$ cat src/hdl/nic_pkg.sv
// Package with shared widths, codes and control types of the nested interval counter.
`timescale 1ns / 1ps

package nic_pkg;

    localparam int MaxRangesDefault = 1024;

    localparam int ActionW = 2;
    localparam int EndW    = 32;
    localparam int IndexW  = 10;
    localparam int StatusW = 2;

    localparam int CountLimit = 1023;

    localparam logic [ActionW-1:0] ActLoad  = 2'd0;
    localparam logic [ActionW-1:0] ActQuery = 2'd1;
    localparam logic [ActionW-1:0] ActClear = 2'd2;

    localparam logic [StatusW-1:0] StatOk       = 2'd0;
    localparam logic [StatusW-1:0] StatFull     = 2'd1;
    localparam logic [StatusW-1:0] StatBadIndex = 2'd2;

    typedef struct packed {
        logic accept;
        logic qref;
        logic scan;
        logic publish;
    } t_nic_cmd;

    typedef struct packed {
        logic need_scan;
        logic scan_done;
        logic out_free;
    } t_nic_stat;

endpackage

$ cat src/hdl/nic_ctrl.sv
// Controller state machine that sequences loads, clears and query scans.
`timescale 1ns / 1ps

module nic_ctrl (
    input  logic              i_clk,
    input  logic              i_rst_n,
    input  logic              i_in_valid,
    output logic              o_in_ready,
    input  nic_pkg::t_nic_stat i_stat,
    output nic_pkg::t_nic_cmd  o_cmd
);
    import nic_pkg::*;

    typedef enum logic [1:0] {
        S_IDLE,
        S_QREF,
        S_SCAN,
        S_DONE
    } t_state;

    t_state r_state;
    logic   r_in_ready;
    logic   accept;

    assign accept     = i_in_valid & r_in_ready;
    assign o_in_ready = r_in_ready;

    always_comb begin
        o_cmd.accept  = accept;
        o_cmd.qref    = (r_state == S_QREF);
        o_cmd.scan    = (r_state == S_SCAN);
        o_cmd.publish = (r_state == S_DONE) & i_stat.out_free;
    end

    always_ff @(posedge i_clk) begin
        if (!i_rst_n) begin
            r_state    <= S_IDLE;
            r_in_ready <= 1'b1;
        end else begin
            case (r_state)
                S_IDLE: begin
                    if (accept) begin
                        r_in_ready <= 1'b0;
                        r_state    <= i_stat.need_scan ? S_QREF : S_DONE;
                    end
                end
                S_QREF: begin
                    r_state <= S_SCAN;
                end
                S_SCAN: begin
                    if (i_stat.scan_done) begin
                        r_state <= S_DONE;
                    end
                end
                S_DONE: begin
                    if (i_stat.out_free) begin
                        r_state    <= S_IDLE;
                        r_in_ready <= 1'b1;
                    end
                end
                default: begin
                    r_state    <= S_IDLE;
                    r_in_ready <= 1'b1;
                end
            endcase
        end
    end

    a_ready_only_idle: assert property (@(posedge i_clk) disable iff (!i_rst_n)
        r_in_ready |-> (r_state == S_IDLE))
        else $error("Input ready outside the idle state.");

    a_publish_in_done: assert property (@(posedge i_clk) disable iff (!i_rst_n)
        (r_state == S_DONE) && i_stat.out_free |=> (r_state == S_IDLE) && r_in_ready)
        else $error("Controller did not return to idle after publishing.");

    a_scan_follows_qref: assert property (@(posedge i_clk) disable iff (!i_rst_n)
        (r_state == S_QREF) |=> (r_state == S_SCAN))
        else $error("Reference fetch was not followed by the scan.");

endmodule

$ cat config.mk
export PLATFORM = sky130hd
export DESIGN_NAME = nic_ctrl
export DESIGN_NICKNAME = d
export VERILOG_FILES = /design/src/hdl/nic_pkg.sv /design/src/hdl/nic_ctrl.sv
export SDC_FILE = /design/constraint.sdc
export NUM_CORES = 1
export LEC_CHECK = 0
export BUFFER_PORTS_ARGS = -buffer_cell sky130_fd_sc_hd__buf_2
export CAP_MARGIN = 20
export CORE_AREA = 5 5 42 44
export CTS_CLUSTER_DIAMETER = 120
export DETAILED_ROUTE_END_ITERATION = 16
export DIE_AREA = 0 0 47 49
export GPL_TIMING_DRIVEN = 0
export SETUP_SLACK_MARGIN = 0.15
export SLEW_MARGIN = 15
export SYNTH_ARGS = -nofsm -noshare
export SYNTH_HDL_FRONTEND = slang
export SYNTH_SLANG_ARGS = --single-unit
$ cat constraint.sdc
create_clock -name i_clk -period 1.53 [get_ports i_clk]
set_clock_uncertainty 0.1 [all_clocks]
set_input_delay 0.2295 -clock i_clk [delete_from_list [all_inputs] [get_ports i_clk]]
set_output_delay 0.2295 -clock i_clk [all_outputs]
set_load 0.05 [all_outputs]
[Word level (Yosys, flattened, before mapping)]
Index checks and enable logic that the tools add are counted.
Cells by class
  divide/modulo/power cells: 0
  order comparisons: 0
  equal/unequal tests: 6
  bitwise logic cells: 2
  multiply operators: 0
  add/subtract/negate cells: 0
  shifts and indexed selects: 0
  muxes and demuxes: 8
  reduce and logical (&&, ||, !) cells: 4
Operator list (count)
  2-bit two-way mux: 4
  2-bit one-hot mux with 4 select lines: 1
  2-bit != test (second input constant): 3
  3-bit AND reduction: 2
  2-bit equality test (second input constant): 2
  1-bit bitwise AND: 2
  2-bit by 1-bit equality test with 1-bit output (second input constant): 1
  2-bit logical NOT: 1
  1-bit two-way mux: 2
  1-bit one-hot mux with 2 select lines: 1
  2-bit nonzero test: 1
Word-level totals
  latch bits: 0
  output and inout bits: 5
  memory bits (read-only): 0
  memories kept: 0
  register bits after elaboration: 3
  logic and storage cells: 22
  memory bits (writable): 0

[Logic depth before layout (Yosys ltp)]
Gate-level depths: netlist of the first run.
  depth after elaboration: 3
  mapped depth: 5
  depth with buffers taken out: 5

[Worst setup path after synthesis of the first run]
OpenSTA, ideal clock, no wires.
  kind: flip-flop to flip-flop
  start point: reg r_state[0]
  end point: reg r_state[0]
  cell stages (with the launch flop): 5
  slack: -0.210 ns
  period minus slack after synthesis: 1.740 ns
  data arrival time: 1.523 ns
  required time: 1.314 ns
  setup time: 0.116 ns
  cells stage by stage: dfxtp_1 > inv_1 > ha_1 > or4_1 > o211a_1
RTL lines
  start: declaration: RTL line nic_ctrl.sv:21  | t_state r_state;
  start signal: assignment: RTL line nic_ctrl.sv:44  | r_state <= i_stat.need_scan ? S_QREF : S_DONE;

[Worst setup path after layout of the first run]
  start point: reg r_state[0]
  end point: reg r_state[0]
On the way
  cells in the longest elaborated chain, start to end: 3
  elaborated cells between the ends (all ways): 9
  those cells by class: 6 x eq/ne; 1 x mux; 2 x reduce/logical
Ends and longest elaborated chain
  2-bit equality test or 2-bit logical NOT (tied branches): RTL line nic_ctrl.sv:40  | case (r_state)
  2-bit != test (no source line)
  3-bit AND reduction (no source line)
Parallel ways exist; a longest one is shown, timed or not.
A chain may end at the register's enable or synchronous reset.

==> summary.md, run 1 <==
| Metric | Value |
|---|---|
| GRT Util Overall | `5.76%` |
| Core ar. | `1400 um^2` |
| Leading register cell type out of synthesis | `dfxtp_1` |
| Static Leak | `0.226 nW` |
| Final setup fails | `1` |
| Category of the critical setup timing path | `flip-flop to flip-flop` |
| CP max FO | `4` |
| DP Worst Slack | `-29.8 ps` |
| Worst-path clk slew | `40 ps` |
| Row Count | `14` |
| Routed Antenna Nets | `0` |
| Number of diodes | `0` |
| Die width | `47 um` |
| Clock Tree Root | `clkbuf_4` |
| Drt drc | `0` |
| Avg Vias per Cell | `4.13` |
| Post-synth top cells | `ha_1, dfxtp_1, nand2_1, nor2b_1` |
| Hold EP | `o_in_ready` |
| RR Startpoint | `r_state[0]` |
| Worst reg2reg setup slack | `-20 ps` |
| Synth warnings | `0` |
| Failing checks | `setup timing` |
| CTS tree | `done` |
| Minimum clock period | `1550 ps` |
| Routed length per placed instance | `9.81 um` |
| Max_slew headroom | `83.6%` |
| Syn Area/Cell | `8.88 um^2` |
| Hold depth | `2` |
| Final Instance Count excl. Fillers | `64` |
| Worst Path Required | `1550 ps` |
| Unique masters post-synth | `16` |
| Fmax | `645 MHz` |
| Initial Util | `19.0%` |
| Final Hold Violating Endpoints | `0` |
| Layout cells sized above 1 | `64.6%` |
| Worst Setup Slack, final | `-19.5 ps` |
| Maximum VDD drop | `465 uV` |
| Outcome | `finished, violations left` |
| Longest Clk Path Bufs | `2` |
| Vias in the first global route | `251` |
| Max-Cap Viols | `0` |
| Hpwl dp | `428 um` |
| Die ar. | `2300 um^2` |
| Cts hold-fix bufs | `0` |
| End-of-flow core utilization | `34.9%` |
| Final number of max-transition violations | `0` |
| Pin count of the biggest net entering global routing | `6` |
| Mapped Area | `267 um^2` |
| Flops & latches, synth | `3` |
| Worst Setup End Kind | `flip-flop` |
| Cells after synthesis | `30` |
| Worst hold start | `i_rst_n` |
| FF-to-FF path depth | `5` |
| Cell Pwr Density | `2110 nW/um^2` |
| Initial DRC Count | `0` |
| Die H | `49 um` |
| Fin crit share | `101%` |
| Synth top area share | `28.2%` |
| Final Wtd Congestion | `0.777` |
| Yosys top cell by area | `ha_1` |
| Clk_lat worst skew | `230 ps` |
| Asr flop ratio synth | `0%` |
| Inserted Clock Buffers | `3` |
| Fillers | `157` |
| Io pins | `11` |
| Vias | `264` |
| Hold Crit Class | `input port to flip-flop` |
| Placed insts | `56` |
| Worst EP arrival | `1570 ps` |
| Total grt overflow | `0` |
| R2R Path End | `r_state[0]` |
| Initial antenna violation count | `0` |
| Post-detailed-routing wire length | `628 um` |
| Sequential area share after synthesis | `22.5%` |
| Port Buffers | `10` |
| Syn Nets | `42` |
| First-pass GRT wire length | `952 um` |
| Most common cell in the netlist | `ha_1` |
| CTS H-tree depth | `1` |
| Startpoint types | `flip-flop` |
| Num Clock Sinks | `3` |
| Overall Power | `1.03 mW` |
| Nets | `61` |
| Slew @ Worst Pin | `247 ps` |
| RSZ-0062 raised after global routing | `true` |
| DRT Pass-1 Iters | `1` |
| Post-synth EDFFs | `0` |
| Layout area overhead | `83.6%` |
| Area contributors post-synth | `ha_1, dfxtp_1, nor2b_1` |
-- logic make-up (layout without fill, tap and decap cells) --
kind of cell / after synthesis / count (layout) / synth area share, %
compound gates: 4 / 4 / 10.3
mux: 1 / 1 / 3.76
fa+ha+maj: 6 / 6 / 28.2
simple gates: 13 / 13 / 29.6
flops: 3 / 3 / 22.5
buf+inv: 3 / 21 / 5.64
-- power by group --
group | total (mW) | internal, mW | switching [mW]
Clock | 0.137 | 0.0976 | 0.0389
Combinational | 0.703 | 0.347 | 0.355
Sequential | 0.191 | 0.133 | 0.0579
Total | 1.03 | 0.578 | 0.452
-- sequential cells by signal (all words and copies together) (netlist names) --
name,cells
r_state,2
o_in_ready,1
-- cell usage in the layout (no fill, tap or decap) --
| cell | netlist | final |
|---|---|---|
| clkbuf_4 | 0 | 3 |
| nor2b_4 | 0 | 1 |
| mux2i_1 | 1 | 1 |
| or3b_4 | 0 | 1 |
| inv_4 | 0 | 2 |
| dfxtp_4 | 0 | 2 |
| nor3_2 | 0 | 1 |
| buf_8 | 0 | 1 |
| buf_6 | 0 | 3 |
| o21ai_0 | 2 | 2 |
| dfxtp_2 | 0 | 1 |
| clkbuf_1 | 0 | 1 |
| ha_4 | 0 | 2 |
| a21boi_4 | 0 | 1 |
| nand2_1 | 3 | 3 |
| buf_2 | 0 | 6 |
| and2_1 | 2 | 2 |
| buf_4 | 1 | 5 |
| and2b_2 | 1 | 1 |
| or4_1 | 1 | 1 |
| ha_2 | 0 | 1 |
| nor2b_1 | 3 | 2 |
| ha_1 | 6 | 3 |
| o211a_1 | 1 | 1 |
| nand4_1 | 1 | 1 |
-- per-layer routing --
layer	share of wire (%)	vias up	global-route usage (%)
li1	-	139	-
met5	0	-	0
met4	0	0	2.76
met1	38	113	6.54
met3	8.1	0	3.32
met2	54	12	8.37
-- worst max path at each step --
stage / startpoint / slack [ps] / to
final: r_state[0] / -20 / r_state[0]
after global routing: r_state[0] / -70 / r_state[0]
after CTS: r_state[0] / -10 / r_state[0]
after detailed placement: r_state[0] / -30 / r_state[0]
after global placement: r_state[0] / -30 / r_state[0]
after floorplan: r_state[0] / 10 / r_state[0]
-- cell type report --
type | instances | area, um^2 | share of cell area, %
Multi-Input combinational cell | 24 | 245 | 50.1
Timing Repair Buffer | 14 | 109 | 22.3
Sequential cell | 3 | 68.8 | 14.1
Clock buffer | 4 | 26.3 | 5.37
Tap cell | 16 | 20.0 | 4.09
Inverter | 2 | 12.5 | 2.56
Buffer | 1 | 7.51 | 1.53
-- metrics by stage --
stage	hold WS (ps)	TNS (ps)	cell area [um^2]
final	138	-19.5	489
after global routing	141	-66.8	489
after detailed placement	351	-29.8	375
after floorplan	203	0	305
after global placement	346	-33.1	375
after CTS	106	-10.4	432
-- worst max-delay path, cell delays in order (launching register included) --
cell	delay [ps]
dfxtp_4	370
inv_4	50
ha_4	150
a21boi_4	130
or4_1	510
o211a_1	120
-- repair_timing --
action / in CTS / in global routing
buffers inserted: 2 / 2
gates resized for setup: 5 / 13
pin swaps: 1 / 3
endpoints found under the setup margin: 6 / 7
No activity file was read; power rests on OpenSTA's default activity.
==> run 2: changes to the inputs <==
--- a/config.mk
+++ b/config.mk
@@ -12,6 +12,8 @@
 export DETAILED_ROUTE_END_ITERATION = 16
 export DIE_AREA = 0 0 47 49
 export GPL_TIMING_DRIVEN = 0
+export MAX_ROUTING_LAYER = met4
+export PLACE_DENSITY = 0.45
 export SETUP_SLACK_MARGIN = 0.15
 export SLEW_MARGIN = 15
 export SYNTH_ARGS = -nofsm -noshare
==> run 2 against run 1 <==
Compared with the run above: the run still ends with setup timing left; total power down 1.1%; combinational power decreased by 1%; global-route usage rose by 0.87 points; flip-flop and latch count did not move; largest power group unchanged; final area increased by 0.26%; utilization grew 0.089 points; hold slack improved by 14 ps; via count up 0.38%; clock power hardly changed; first-iteration DRC count is 1 higher; non-clock buffer count is 1 higher; die area is the same.
==> summary.md, run 2 (synthesis gave the netlist of run 1 again) <==
| Metric | Value |
|---|---|
| Worst setup path startpoint | `r_state[0]` |
| Final Instance Count excl. Fillers | `65` |
| CTS tree | `done` |
| Worst Setup End Kind | `flip-flop` |
| Worst hold start | `i_rst_n` |
| Maximum VDD drop | `804 uV` |
| Initial DRC Count | `1` |
| Final setup fails | `1` |
| Clock Tree Root | `clkbuf_4` |
| First-pass GRT wire length | `1080 um` |
| Routed length per placed instance | `10.3 um` |
| FF-to-FF path depth | `5` |
| RR Startpoint | `r_state[0]` |
| Category of the critical setup timing path | `flip-flop to flip-flop` |
| Final Hold Violating Endpoints | `0` |
| Vias in the first global route | `268` |
| Core ar. | `1400 um^2` |
| Drt drc | `0` |
| Failing checks | `setup timing` |
| Io pins | `11` |
| Worst-path clk slew | `40 ps` |
| Critical path depth | `5` |
| Inserted Clock Buffers | `3` |
| RSZ-0062 raised after global routing | `true` |
| Slew @ Worst Pin | `310 ps` |
| Initial antenna violation count | `0` |
| Clk_lat worst skew | `230 ps` |
| Max FFs per register | `2` |
| Post-place instance area | `375 um^2` |
| Worst EP arrival | `1570 ps` |
| Post-detailed-routing wire length | `671 um` |
| Routed Antenna Nets | `0` |
| R2R Path End | `r_state[0]` |
| Crit path capture | `r_state[0]` |
| Placed insts | `56` |
| CTS H-tree depth | `1` |
| Initial Util | `19.0%` |
| Pin count of the biggest net entering global routing | `6` |
| Die width | `47 um` |
| Minimum clock period | `1550 ps` |
| Layout area overhead | `84.0%` |
| Startpoint types | `flip-flop` |
| Port Buffers | `10` |
| Layout cells sized above 1 | `63.3%` |
| Fmax | `645 MHz` |
| Avg Vias per Cell | `4.08` |
| Worst Setup Slack, final | `-19.4 ps` |
| Cell Pwr Density | `2080 nW/um^2` |
| Hpwl dp | `471 um` |
| Row Count | `14` |
| Vias | `265` |
| Total grt overflow | `0` |
| End-of-flow core utilization | `35.0%` |
| Worst Path Required | `1550 ps` |
| Final Wtd Congestion | `0.669` |
| Hold Crit Class | `input port to flip-flop` |
| Outcome | `finished, violations left` |
| Die ar. | `2300 um^2` |
| Worst reg2reg setup slack | `-20 ps` |
| Fin area | `490 um^2` |
| Max-Cap Viols | `0` |
| Number of diodes | `0` |
| Slowest CP cell | `or4_1` |
| CP max stage delay | `520 ps` |
| Setup TNS | `-19.4 ps` |
| Static Leak | `0.224 nW` |
| CP max FO | `4` |
| Overall Power | `1.02 mW` |
| Num Clock Sinks | `3` |
| Worst path bufs/invs | `1` |
| CP top delay family | `simple AND/OR/NAND/NOR gates` |
| Final number of max-transition violations | `0` |
| Cell chain of the critical path | `inv_4 > ha_4 > a21boi_1 > or4_1 > o211a_1` |
| Die H | `49 um` |
| Longest Clk Path Bufs | `2` |
| DRT Pass-1 Iters | `2` |
| Fin crit share | `101%` |
| Highest-count cells in the layout ignoring fill and taps | `buf_4, buf_2, clkbuf_4` |
| Nets | `62` |
| Reg with most FFs | `r_state` |
| GRT Util Overall | `6.63%` |
| Max_slew headroom | `79.2%` |
run 2: worst min-delay path by stage:
stage,to,slack [ps],cells past startpoint
2_1_floorplan,o_in_ready,200,1
3_3_place_gp,o_in_ready,350,2
3_5_place_dp,o_in_ready,370,2
4_1_cts,o_in_ready,140,2
5_1_grt,o_in_ready,140,2
6_report,o_in_ready,150,2
run 2: stage by stage:
| stage | setup WS, ps | hold WS [ps] |
|---|---|---|
| 6_report | -19.4 | 152 |
| 5_1_grt | -65.0 | 144 |
| 4_1_cts | -22.3 | 143 |
| 3_5_place_dp | -45.5 | 365 |
| 3_3_place_gp | -48.6 | 351 |
| 2_1_floorplan | 12.4 | 203 |
run 2: worst register-to-register path: cells and delay by family, from the launching register on:
family / cells / cell delay (ps)
simple gates: 1 / 520
flops: 1 / 360
compound gates: 2 / 250
fa+ha+maj: 1 / 150
buf+inv: 1 / 50
run 2: routing by layer:
layer	GRT usage, %	up-vias	part of all wire, %
met5	-	-	0
met4	4.15	0	0
met3	2.21	0	3.1
met2	8.82	7	48
met1	8.32	119	48
li1	-	139	-
run 2: power breakdown:
group          internal, mW  leakage (nW)  switching (mW)
combinational         0.331         0.183           0.364
sequential            0.133        0.0259          0.0540
clock                0.0977        0.0150          0.0398
total                 0.561         0.224           0.458
run 2: layout make-up:
cell class,instances,area (um^2)
fill,154,911
multi-input combinational,24,239
timing repair buffer,15,116
sequential,3,68.8
clock buffer,4,26.3
tap,16,20.0
inverter,2,12.5
buffer,1,7.51
run 2: repair_timing:
item / 4_1_cts / 5_1_grt
pin swaps: 2 / 0
buffers inserted: 3 / 2
hold endpoints to repair: 0 / 0
setup endpoints to repair: 6 / 7
hold buffers: 0 / 0
gates resized for setup: 6 / 9
